[config.mk]
export PLATFORM = sky130hd
export DESIGN_NAME = crc8_chained_byte_cipher
export DESIGN_NICKNAME = d
export VERILOG_FILES = /design/src/rtl/core/ccbc_pkg.sv /design/src/rtl/core/crc8_chained_byte_cipher.sv
export SDC_FILE = /design/constraint.sdc
export NUM_CORES = 1
export LEC_CHECK = 0
export BUFFER_PORTS_ARGS = -buffer_cell sky130_fd_sc_hd__buf_2
export CELL_PAD_IN_SITES_DETAIL_PLACEMENT = 1
export CELL_PAD_IN_SITES_GLOBAL_PLACEMENT = 1
export CORE_UTILIZATION = 48
export CTS_BUF_LIST = sky130_fd_sc_hd__clkbuf_4 sky130_fd_sc_hd__clkbuf_8 sky130_fd_sc_hd__clkbuf_16
export DETAILED_ROUTE_END_ITERATION = 7
export HOLD_SLACK_MARGIN = 0.08
export PLACE_DENSITY = 0.92
export RECOVER_POWER = 25
export SLEW_MARGIN = 40
export SYNTH_ARGS = -nofsm -noshare
export SYNTH_HDL_FRONTEND = slang
export SYNTH_SLANG_ARGS = --single-unit
[constraint.sdc]
create_clock -name clk -period 7.6 [get_ports clk]
set_input_delay 0.76 -clock clk [delete_from_list [all_inputs] [get_ports clk]]
set_output_delay 0.76 -clock clk [all_outputs]
set_load 0.05 [all_outputs]
[src/rtl/core/ccbc_pkg.sv]
// Shared constants and the reflected CRC-8 mask function for the chained byte cipher.
package ccbc_pkg;

  localparam int unsigned ByteW   = 8;
  localparam int unsigned PosW    = 10;
  localparam int unsigned CfgIdxW = 1;
  localparam int unsigned CfgW    = 8;

  localparam logic [ByteW-1:0] Crc8Poly = 8'h8C;

  localparam logic [CfgIdxW-1:0] RegKey = 1'b0;
  localparam logic [CfgIdxW-1:0] RegDir = 1'b1;

  // Reflected CRC-8 over one byte, zero start, no final xor.
  function automatic logic [ByteW-1:0] crc8_refl(input logic [ByteW-1:0] data);
    logic [ByteW-1:0] crc;
    logic             low;
    crc = '0;
    for (int b = 0; b < ByteW; b++) begin
      low = crc[0];
      crc = crc >> 1;
      if (low) begin
        crc = crc ^ Crc8Poly;
      end
      if (data[b]) begin
        crc = crc ^ Crc8Poly;
      end
    end
    return crc;
  endfunction

endpackage

[src/rtl/core/crc8_chained_byte_cipher.sv]
// Chained byte cipher: CRC-8 masked, position mixed, one byte in and one byte out per transfer.
//
//   channel  dir  ports                              payload
//   in       in   in_tvalid/in_tready/in_tdata/tuser tdata[7:0] in_byte, tuser[0] first
//   out      out  out_tvalid/out_tready/out_tdata    tdata[7:0] out_byte
//   cfg      in   cfg_we/cfg_idx/cfg_wdata           idx 0 cipher_key, idx 1 direction
//
// One byte per cycle while the output is not stalled; the result appears in the cycle after the input transfer.
// Chain byte and position update in the cycle of the input transfer, so the
// next byte may follow immediately.
// Reset (synchronous, active low) clears key, direction, chain and position.
// A stalled result holds in the output register; input is taken whenever
// that register is empty or being drained.
module crc8_chained_byte_cipher (
  input  logic                          clk,
  input  logic                          rst_n,
  input  logic                          in_tvalid,
  output logic                          in_tready,
  input  logic [ccbc_pkg::ByteW-1:0]    in_tdata,   // [7:0] in_byte
  input  logic                          in_tuser,   // [0] first
  output logic                          out_tvalid,
  input  logic                          out_tready,
  output logic [ccbc_pkg::ByteW-1:0]    out_tdata,  // [7:0] out_byte
  input  logic                          cfg_we,
  input  logic [ccbc_pkg::CfgIdxW-1:0]  cfg_idx,
  input  logic [ccbc_pkg::CfgW-1:0]     cfg_wdata
);
  import ccbc_pkg::*;

  logic [ByteW-1:0] key_r;
  logic             dir_r;
  logic [ByteW-1:0] chain_r, chain_nxt;
  logic [PosW-1:0]  pos_r, pos_nxt;
  logic [ByteW-1:0] res_r, res_nxt;
  logic             vld_r;

  logic             in_xfer;
  logic [ByteW-1:0] chain_cur;
  logic [PosW-1:0]  pos_cur;
  logic [ByteW-1:0] mask;
  logic [ByteW-1:0] sub;

  assign in_tready  = !vld_r || out_tready;
  assign in_xfer    = in_tvalid && in_tready;
  assign out_tvalid = vld_r;
  assign out_tdata  = res_r;

  always_comb begin
    chain_cur = in_tuser ? '0 : chain_r;
    pos_cur   = in_tuser ? '0 : pos_r;
    mask      = crc8_refl(chain_cur);
    sub       = key_r | pos_cur[PosW-1:2];
    if (!dir_r) begin
      res_nxt   = (in_tdata ^ key_r ^ mask) - sub;
      chain_nxt = in_tdata | pos_cur[ByteW-1:0] | key_r;
    end else begin
      res_nxt   = (in_tdata + sub) ^ key_r ^ mask;
      chain_nxt = res_nxt | pos_cur[ByteW-1:0] | key_r;
    end
    pos_nxt = pos_cur + PosW'(1);
  end

  always_ff @(posedge clk) begin
    if (!rst_n) begin
      key_r   <= '0;
      dir_r   <= 1'b0;
      chain_r <= '0;
      pos_r   <= '0;
      vld_r   <= 1'b0;
    end else begin
      if (cfg_we) begin
        case (cfg_idx)
          RegKey:  key_r <= cfg_wdata[ByteW-1:0];
          RegDir:  dir_r <= cfg_wdata[0];
          default: ;
        endcase
      end
      if (in_xfer) begin
        chain_r <= chain_nxt;
        pos_r   <= pos_nxt;
        vld_r   <= 1'b1;
      end else if (out_tready) begin
        vld_r   <= 1'b0;
      end
    end
  end

  always_ff @(posedge clk) begin
    if (in_xfer) begin
      res_r <= res_nxt;
    end
  end

endmodule

Yosys cells after proc, flatten, opt, wreduce, memory -nomap -nowiden
Cells that the tools add are included.
Operators by class
  add/subtract/negate cells: 3
  $mul: 0
  divide/modulo/power cells: 0
  order comparisons: 0
  eq/ne operators: 0
  shift-type cells: 0
  muxes and demuxes: 21
  bitwise gates (word level): 24
  reduce and logical (&&, ||, !) cells: 6
Operators with widths (count)
  $mux 8: 18
  $or 8x8->8: 5
  $xor 8x8->8: 4
  $not 2->3: 7
  $not 3->3: 7
  $add 10x1->10 const B: 1
  $mux 10: 1
  $add 8x8->8: 1
  $sub 8x8->8: 1
  $reduce_and 2->1: 2
  $mux 1: 2
  $reduce_bool 2->1: 1
  $logic_and 1x1->1: 1
  $logic_not 1->1: 1
  $logic_or 1x1->1: 1
  $not 1->1: 1
Storage, ports and cells
  register bits: 36
  bits in latches: 0
  memory bits (writable): 0
  ROM bits: 0
  input bits: 23
  output and inout bits: 10
  logic and storage cells: 60
  memories kept: 0

Longest topological paths before layout
Gate-level depths: netlist (run 1).
  word-level depth: 34
  gate-level depth with buffers: 14
  depth with buffers taken out: 13

Least setup slack after synthesis (run 1)
No wires, ideal clock.
  path type: input to register
  start point: in in_tuser
  end point: reg chain_r[7]
  setup time: 0.074 ns
  arrival: 3.038 ns
  data required time: 7.526 ns
  slack: 4.488 ns
  cell stages on the path: 11
  path buffers: 2
  path through: buf_6 > clkbuf_1 > nor2b_1 > or2_2 > ha_1 > a21o_1 > and4_1 > o211ai_1 > a21boi_0 > or4_1 > a31oi_1
On the way
  longest elaborated chain between the ends: 24
  elaborated cells between the ends (all ways): 32
  classes of those cells: add/sub (1); mux (18); bitwise (13)
Ends and longest elaborated chain
  start: declaration: line crc8_chained_byte_cipher.sv:20  | input logic in_tuser,
  $mux 8: line crc8_chained_byte_cipher.sv:49  | chain_cur = in_tuser ? '0 : chain_r;
  $mux 8: line ccbc_pkg.sv:25  | if (data[b]) begin
  $mux 8 or $not 2->3 (tied branches)
  $mux 8, on equally long branches: line ccbc_pkg.sv:25, ccbc_pkg.sv:22
  $mux 8 or $not 3->3 (tied branches)
  $mux 8: line ccbc_pkg.sv:25
  $mux 8: line ccbc_pkg.sv:22  | if (low) begin
  $not 3->3 (no source line) or $mux 8 (tied branches)
  (+7 left out)
  $mux 8: line ccbc_pkg.sv:22
  $mux 8: line ccbc_pkg.sv:25
  $mux 8: line ccbc_pkg.sv:22
  $not 3->3 (no source line)
  $mux 8: line ccbc_pkg.sv:25
  $xor 8x8->8: line crc8_chained_byte_cipher.sv:57  | res_nxt = (in_tdata + sub) ^ key_r ^ mask;
  $or 8x8->8 (2 in series): line crc8_chained_byte_cipher.sv:58  | chain_nxt = res_nxt | pos_cur[ByteW-1:0] | key_r;
  $mux 8 *: line crc8_chained_byte_cipher.sv:53  | if (!dir_r) begin
  end signal: assignment: line crc8_chained_byte_cipher.sv:79  | chain_r <= chain_nxt;
  end: declaration: line crc8_chained_byte_cipher.sv:32  | logic [ByteW-1:0] chain_r, chain_nxt;
Every way passes the cells marked *; elsewhere a longest branch is shown, timed or not.
A chain may end at the register's enable or synchronous reset.

Final worst setup path (run 1)
  start point: reg chain_r[0]
  end point: reg res_r[7], in the netlist out_tdata[7], data pin
On the way
  longest elaborated chain between the ends: 24
  elaborated cells between the ends (all ways): 30
  classes of those cells: add/sub (1); mux (17); bitwise (12)
Ends and longest elaborated chain
  $mux 8 *: line crc8_chained_byte_cipher.sv:49
  $mux 8 *: line ccbc_pkg.sv:25
  $not 2->3 (no source line)
  $mux 8 *: line ccbc_pkg.sv:22
  $not 3->3 (no source line)
  $mux 8 *: line ccbc_pkg.sv:25
  $mux 8 *: line ccbc_pkg.sv:22
  $mux 8 *: line ccbc_pkg.sv:25
  (+9 left out)
  $mux 8 *: line ccbc_pkg.sv:22
  $mux 8 *: line ccbc_pkg.sv:25
  $mux 8 *: line ccbc_pkg.sv:22
  $mux 8 *: line ccbc_pkg.sv:25
  $xor 8x8->8: line crc8_chained_byte_cipher.sv:54  | res_nxt = (in_tdata ^ key_r ^ mask) - sub;
  $sub 8x8->8: line crc8_chained_byte_cipher.sv:54
  $mux 8 *: line crc8_chained_byte_cipher.sv:53
  net res_nxt[7]: line crc8_chained_byte_cipher.sv:34  | logic [ByteW-1:0] res_r, res_nxt;
  end signal: assignment: line crc8_chained_byte_cipher.sv:90  | res_r <= res_nxt;
  end: declaration: line crc8_chained_byte_cipher.sv:34
Mark *: on every way through the listed nets, which the timed path passes. The rest lies on a longest branch.

==> results of run 1 <==
==> cell families after synthesis <==
group	Yosys count	synth area share [%]
simple gates	100	19.4
compound gates	77	18.2
xor+xnor	44	16.6
flops	36	29.1
buf+inv	28	4.50
fa+ha+maj	17	8.27
mux	11	4.04
==> sequential cells by signal (all words and copies together), names as in the netlist <==
| signal | count |
|---|---|
| pos_r | 10 |
| chain_r | 8 |
| key_r | 8 |
| out_tdata | 8 |
| dir_r | 1 |
| out_tvalid | 1 |
==> tightest hold or removal path, delay by kind of cell (launching register included) <==
family	cells	cell delay (ns)
simple gates	1	0.05
flops	1	0.32
compound gates	1	0.07
==> area by class of cell <==
| cell class | instances | area, um^2 | area share, % |
|---|---|---|---|
| inverters | 15 | 56.3 | 1.85 |
| well taps | 72 | 90.1 | 2.96 |
| flip-flops and latches | 36 | 801 | 26.3 |
| clock buffers | 5 | 68.8 | 2.26 |
| diodes | 1 | 2.50 | 0.0822 |
| repair buffers | 32 | 154 | 5.06 |
| multi-input cells | 249 | 1830 | 60.1 |
| clock inverters | 3 | 41.3 | 1.36 |
==> layout by cell type, fill, tap and decap left out, types with 5 or more instances in the layout <==
cell type	synthesis	layout
mux2i_1	10	10
o21ai_0	21	21
ha_1	15	15
edfxtp_1	8	8
inv_1	15	14
dfxtp_1	28	28
clkbuf_1	6	5
nor2b_1	25	25
buf_2	2	27
o21a_1	5	5
clkbuf_8	0	5
nand2_1	23	23
nor2_1	18	18
a21oi_1	15	15
xor2_1	14	14
a21boi_0	6	6
xnor2_1	25	25
==> per-layer routing <==
| metal | track usage (%) | vias up | wire length, um |
|---|---|---|---|
| li1 | - | 1153 | - |
| met1 | 32.1 | 1197 | 3200 |
| met2 | 49.2 | 58 | 3920 |
| met3 | 4.24 | 15 | 294 |
| met4 | 10.0 | 0 | 167 |
| met5 | 0 | - | 0 |
==> power groups by stage <==
stage	Clock, mW	Sequential (mW)	Combinational, mW
floorplan	0	0.272	0.176
global placement	0	0.236	0.256
detailed placement	0	0.237	0.271
CTS	0.174	0.233	0.274
global route	0.181	0.235	0.298
finish	0.172	0.233	0.273
==> stage by stage <==
| stage | util [%] | worst slack [ns] | area, um^2 |
|---|---|---|---|
| after global placement | 53.3 | 4.17 | 2940 |
| after global routing | 55.3 | 3.82 | 3040 |
| after CTS | 55.4 | 4.02 | 3050 |
| after floorplan | - | 4.49 | 2750 |
| after detailed placement | 53.4 | 3.96 | 2940 |
| final | 55.3 | 4.01 | 3040 |
==> final timing paths <==
check	from	to	cells after the start	slack (ns)
max reg2reg	chain_r[0]$_SDFFE_PN0P_	out_tdata[7]$_DFFE_PP_	13	4.01
min	pos_r[1]$_SDFFE_PN0P_	pos_r[1]$_SDFFE_PN0P_	2	0.49
min reg2reg	pos_r[1]$_SDFFE_PN0P_	pos_r[1]$_SDFFE_PN0P_	2	0.49
max	chain_r[0]$_SDFFE_PN0P_	out_tdata[7]$_DFFE_PP_	13	4.01
==> results.sh, run 1 <==
export IMPL_yosys_warnings=0
export IMPL_core_area_um2=5510
export IMPL_n_fill_cell=663
export IMPL_internal_power_mw=0.427
export IMPL_p_seq_share_pct=34.4
export IMPL_holdWs_ns=0.493
export IMPL_cts_tree="yes"
export IMPL_nets=379
export IMPL_max_stage_delay_ns=0.50
export IMPL_critPathMaxFanout=5
export IMPL_fin_setup_tns_ns=0
export IMPL_synth_most_common_cell="dfxtp_1"
export IMPL_power_mw=0.677
export IMPL_end_kind="flip-flop"
export IMPL_seq_area_frac_synth_pct=29.1
export IMPL_clkPwrFrac_pct=25.4
export IMPL_p_leak_nw=1.26
export IMPL_grt_max_degree=32
export IMPL_core_rowCount=27
export IMPL_maxSlewViolCount=0
export IMPL_grt_pass1_wl_um=12600
export IMPL_required_ns=7.65
export IMPL_dieArea_um2=6040
export IMPL_htreeDepth=2
export IMPL_port_buffers=32
export IMPL_syn_area_um2=2750
export IMPL_synthTopCellsByCount="28 x dfxtp_1, 25 x nor2b_1, 25 x xnor2_1"
export IMPL_synthToLayoutAreaGrowth_pct=10.5
export IMPL_antenna_found_initial=1
export IMPL_netlist_area_leader_share_pct=20.4
export IMPL_die_y_um=77.7
export IMPL_yosysTopAreaCell="dfxtp_1"
export IMPL_final_cells=413
export IMPL_synth_seq_cells=36
export IMPL_crit_path_start_kind="flip-flop"
export IMPL_grt_overflow_total=0
export IMPL_path_buf_inv=1
export IMPL_sw_frac_of_total_pct=36.9
export IMPL_outcome="completed"
export IMPL_dr_first_iter_drc_count=75
export IMPL_synth_cell_type_count=50
export IMPL_clk_pin_slew_worst_paths_ns=0.08
export IMPL_synthArstFlopShare_pct=0
export IMPL_fin_crit_sh_pct=47.3
export IMPL_cts_num_sinks=36
export IMPL_critical_path_top_delay_family="XOR/XNOR gates"
export IMPL_first_pass_iters=4
export IMPL_setup_viol=0
export IMPL_gp_congestion=0.895
export IMPL_drt_vias_per_instance=5.87
export IMPL_p_sw_mw=0.250
export IMPL_root_buffer="clkbuf_8"
export IMPL_p_comb_share_pct=40.2
export IMPL_cp_arrival_ns=3.64
export IMPL_syn_area_per_cell_um2=8.80
export IMPL_synth_fp_nets=353
export IMPL_relSlewSlack_pct=27.0
export IMPL_crit_path_top_delay_cell="dfxtp_1"
export IMPL_vias=2423
export IMPL_wl_per_cell_um=18.3
export IMPL_syn_inst=313
export IMPL_max_freq_ghz=0.278
export IMPL_cp_cell_sequence="xnor3_1 -> xor2_1 -> nor2_1 -> xnor2_1 -> xnor2_1 -> inv_1 -> ha_1 -> nor2b_1 -> o31a_1 -> o31a_1 -> o21ai_0 -> a21oi_1 -> xnor2_1"
export IMPL_place_inst=404
export IMPL_hpwl_um=5790
export IMPL_insertion_delay_ns=0.30
export IMPL_synthFlopType="dfxtp_1"
export IMPL_grt_pass1_vias=2548
export IMPL_worstSetupPathType="flip-flop to flip-flop"
export IMPL_hold_violations=0
export IMPL_clock_skew_ns=0.00624
export IMPL_drc=0
export IMPL_post_cts_buffers=0
export IMPL_crit_top_cell="xnor2_1"
export IMPL_start_util_pct=50.0
export IMPL_cts_resized=0
export IMPL_synth_edf_count=8
export IMPL_p_per_area_nw_per_um2=223
export IMPL_period_minus_slack_ns=3.59
export IMPL_drt_wl_total_um=7580
export IMPL_drv_cap=0
export IMPL_ant_nets=0
export IMPL_hp_class="flip-flop to flip-flop"
export IMPL_gr_usage_all_layers_pct=27.2
export IMPL_cts_max_path_buffers=2
export IMPL_drive_gt1_share_pct=12.6
export IMPL_die_w_um=77.7
export IMPL_holdBufCountCts=0
export IMPL_synthTopCellsByArea="dfxtp_1 20%, edfxtp_1 8.7%, xnor2_1 8.0%"
export IMPL_peakVddDrop_mv=0.103
export IMPL_tightestPinTransition_ns=1.09
export IMPL_io_pins=33
export IMPL_numCtsBuffers=5
export IMPL_rsz0062_at_grt="no"
(Power assumes the default switching activity.)
==> inputs of run 2 (changes only) <==
--- a/config.mk
+++ b/config.mk
@@ -8,11 +8,11 @@
 export BUFFER_PORTS_ARGS = -buffer_cell sky130_fd_sc_hd__buf_2
 export CELL_PAD_IN_SITES_DETAIL_PLACEMENT = 1
 export CELL_PAD_IN_SITES_GLOBAL_PLACEMENT = 1
-export CORE_UTILIZATION = 48
+export CORE_UTILIZATION = 45
 export CTS_BUF_LIST = sky130_fd_sc_hd__clkbuf_4 sky130_fd_sc_hd__clkbuf_8 sky130_fd_sc_hd__clkbuf_16
 export DETAILED_ROUTE_END_ITERATION = 7
 export HOLD_SLACK_MARGIN = 0.08
-export PLACE_DENSITY = 0.92
+export PLACE_DENSITY = 0.88
 export RECOVER_POWER = 25
 export SLEW_MARGIN = 40
 export SYNTH_ARGS = -nofsm -noshare
==> constraint.sdc (replaced) <==
create_clock -name clk -period 3.5 [get_ports clk]
set_input_delay 0.35 -clock clk [delete_from_list [all_inputs] [get_ports clk]]
set_output_delay 0.35 -clock clk [all_outputs]
set_load 0.05 [all_outputs]
==> results.sh, run 2 (synthesis results as in run 1) <==
export IMPL_outcome="completed"
export IMPL_p_leak_nw=1.27
export IMPL_first_pass_iters=4
export IMPL_numCtsBuffers=5
export IMPL_vias=2368
export IMPL_hp_class="primary input to flip-flop"
export IMPL_stdcell_area_um2=3070
export IMPL_die_y_um=80.2
export IMPL_fin_crit_sh_pct=93.4
export IMPL_hpwl_um=5690
export IMPL_hold_violations=0
export IMPL_diodes=0
export IMPL_insertion_delay_ns=0.30
export IMPL_largest_reg_flops=10
export IMPL_drc=0
export IMPL_grt_pass1_wl_um=12200
export IMPL_critPathMaxFanout=3
export IMPL_cts_tree="yes"
export IMPL_grt_pass1_vias=2479
export IMPL_n_fill_cell=731
export IMPL_most_common_layout_cells="28 x buf_2, 27 x dfxtp_1, 24 x nor2b_1, 23 x nand2_1, 23 x xnor2_1"
export IMPL_place_inst=409
export IMPL_drv_cap=0
export IMPL_drt_wl_total_um=7410
export IMPL_peakVddDrop_mv=0.203
export IMPL_relSlewSlack_pct=31.0
export IMPL_reg2reg_to="out_tdata[7]$_DFFE_PP_"
export IMPL_p_per_area_nw_per_um2=468
export IMPL_clk_pin_slew_worst_paths_ns=0.08
export IMPL_end_kind="flip-flop"
export IMPL_crit_path_start_kind="flip-flop"
export IMPL_core_area_um2=5920
export IMPL_required_ns=3.55
export IMPL_grt_max_degree=32
export IMPL_tightestPinTransition_ns=1.03
export IMPL_root_buffer="clkbuf_8"
export IMPL_dieArea_um2=6440
export IMPL_post_cts_buffers=0
export IMPL_cts_num_sinks=36
export IMPL_grt_overflow_total=0
export IMPL_fin_setup_tns_ns=0
export IMPL_drive_gt1_share_pct=14.6
export IMPL_endpoint="out_tdata[7]$_DFFE_PP_"
export IMPL_rsz0062_at_grt="no"
export IMPL_cp_arrival_ns=3.32
export IMPL_io_pins=33
export IMPL_max_freq_ghz=0.306
export IMPL_core_rowCount=28
export IMPL_cts_max_path_buffers=2
export IMPL_port_buffers=32
export IMPL_nets=381
export IMPL_startpoint="chain_r[6]$_SDFFE_PN0P_"
export IMPL_gr_usage_all_layers_pct=25.3
export IMPL_synthToLayoutAreaGrowth_pct=11.4
export IMPL_period_minus_slack_ns=3.27
export IMPL_dpl_cell_area_um2=2960
export IMPL_final_cells=417
export IMPL_final_common_cell="buf_2"
export IMPL_regMostFlops="pos_r"
export IMPL_r2r_start="chain_r[6]$_SDFFE_PN0P_"
export IMPL_wl_per_cell_um=17.8
export IMPL_drt_vias_per_instance=5.68
export IMPL_setup_viol=0
export IMPL_r2r_slack_ns=0.23
export IMPL_worstSetupPathType="flip-flop to flip-flop"
export IMPL_start_util_pct=46.5
export IMPL_antenna_found_initial=0
export IMPL_clock_skew_ns=0.0112
export IMPL_maxSlewViolCount=0
export IMPL_rr_worst_depth=13
export IMPL_gp_congestion=0.871
export IMPL_dr_first_iter_drc_count=136
export IMPL_ant_nets=0
export IMPL_die_w_um=80.2
export IMPL_cts_resized=0
export IMPL_holdBufCountCts=0
export IMPL_htreeDepth=2
[run 2: changes by cell type in the layout (fill, tap and decap cells not counted), moves of 2 or more]
cell	change
buf_4	+2
clkbuf_4	+2
xnor2_1	-2
xnor2_2	+2
[run 2: area by class of cell]
type / instances / area, um^2 / area share, %
multi-input cells: 249 / 1850 / 60.2
inverters: 15 / 56.3 / 1.84
clock buffers: 8 / 97.6 / 3.18
flip-flops and latches: 36 / 802 / 26.2
repair buffers: 34 / 170 / 5.55
well taps: 75 / 93.8 / 3.06
[run 2: worst max-delay path: stages, from the launching register on]
cell	delay [ns]
dfxtp_1	0.39
xnor3_1	0.48
xor2_1	0.18
nor2_1	0.23
xnor2_2	0.18
xnor2_2	0.17
inv_1	0.07
ha_1	0.28
nor2b_1	0.14
o31a_1	0.27
o31a_1	0.25
o21ai_0	0.15
a21oi_1	0.10
xnor2_1	0.13
[run 2: worst min-delay path by stage]
stage | start | endpoint | slack, ns | depth (start not counted)
2_1_floorplan | pos_r[1]$_SDFFE_PN0P_ | pos_r[1]$_SDFFE_PN0P_ | 0.45 | 2
3_5_place_dp | pos_r[1]$_SDFFE_PN0P_ | pos_r[1]$_SDFFE_PN0P_ | 0.49 | 2
5_1_grt | cfg_wdata[1] | key_r[1]$_SDFFE_PN0P_ | 0.33 | 3
3_3_place_gp | pos_r[1]$_SDFFE_PN0P_ | pos_r[1]$_SDFFE_PN0P_ | 0.46 | 2
6_report | cfg_wdata[5] | key_r[5]$_SDFFE_PN0P_ | 0.31 | 3
4_1_cts | cfg_wdata[5] | key_r[5]$_SDFFE_PN0P_ | 0.32 | 3
[run 2: metrics by stage]
stage                     setup WS, ns  util, %  total power [mW]  hold WS, ns
after floorplan                  0.448        -             0.973        0.448
after global placement           0.325     49.9              1.07        0.460
after detailed placement         0.141     50.0              1.10        0.492
after CTS                        0.140     51.6              1.44        0.320
after global routing           0.00405     51.8              1.52        0.329
final                            0.232     51.8              1.44        0.314
[run 2: power breakdown]
group          leakage, nW  internal (mW)  switching [mW]
sequential           0.307          0.477          0.0281
combinational        0.912          0.244           0.351
clock               0.0523          0.176           0.158
total                 1.27          0.898           0.537
[run 2: metal layers]
metal | wire length, um | GRT usage (%)
met1 | 3300 | 29.9
met2 | 3740 | 46.1
met3 | 234 | 4.89
met4 | 139 | 7.50
met5 | 0 | 0
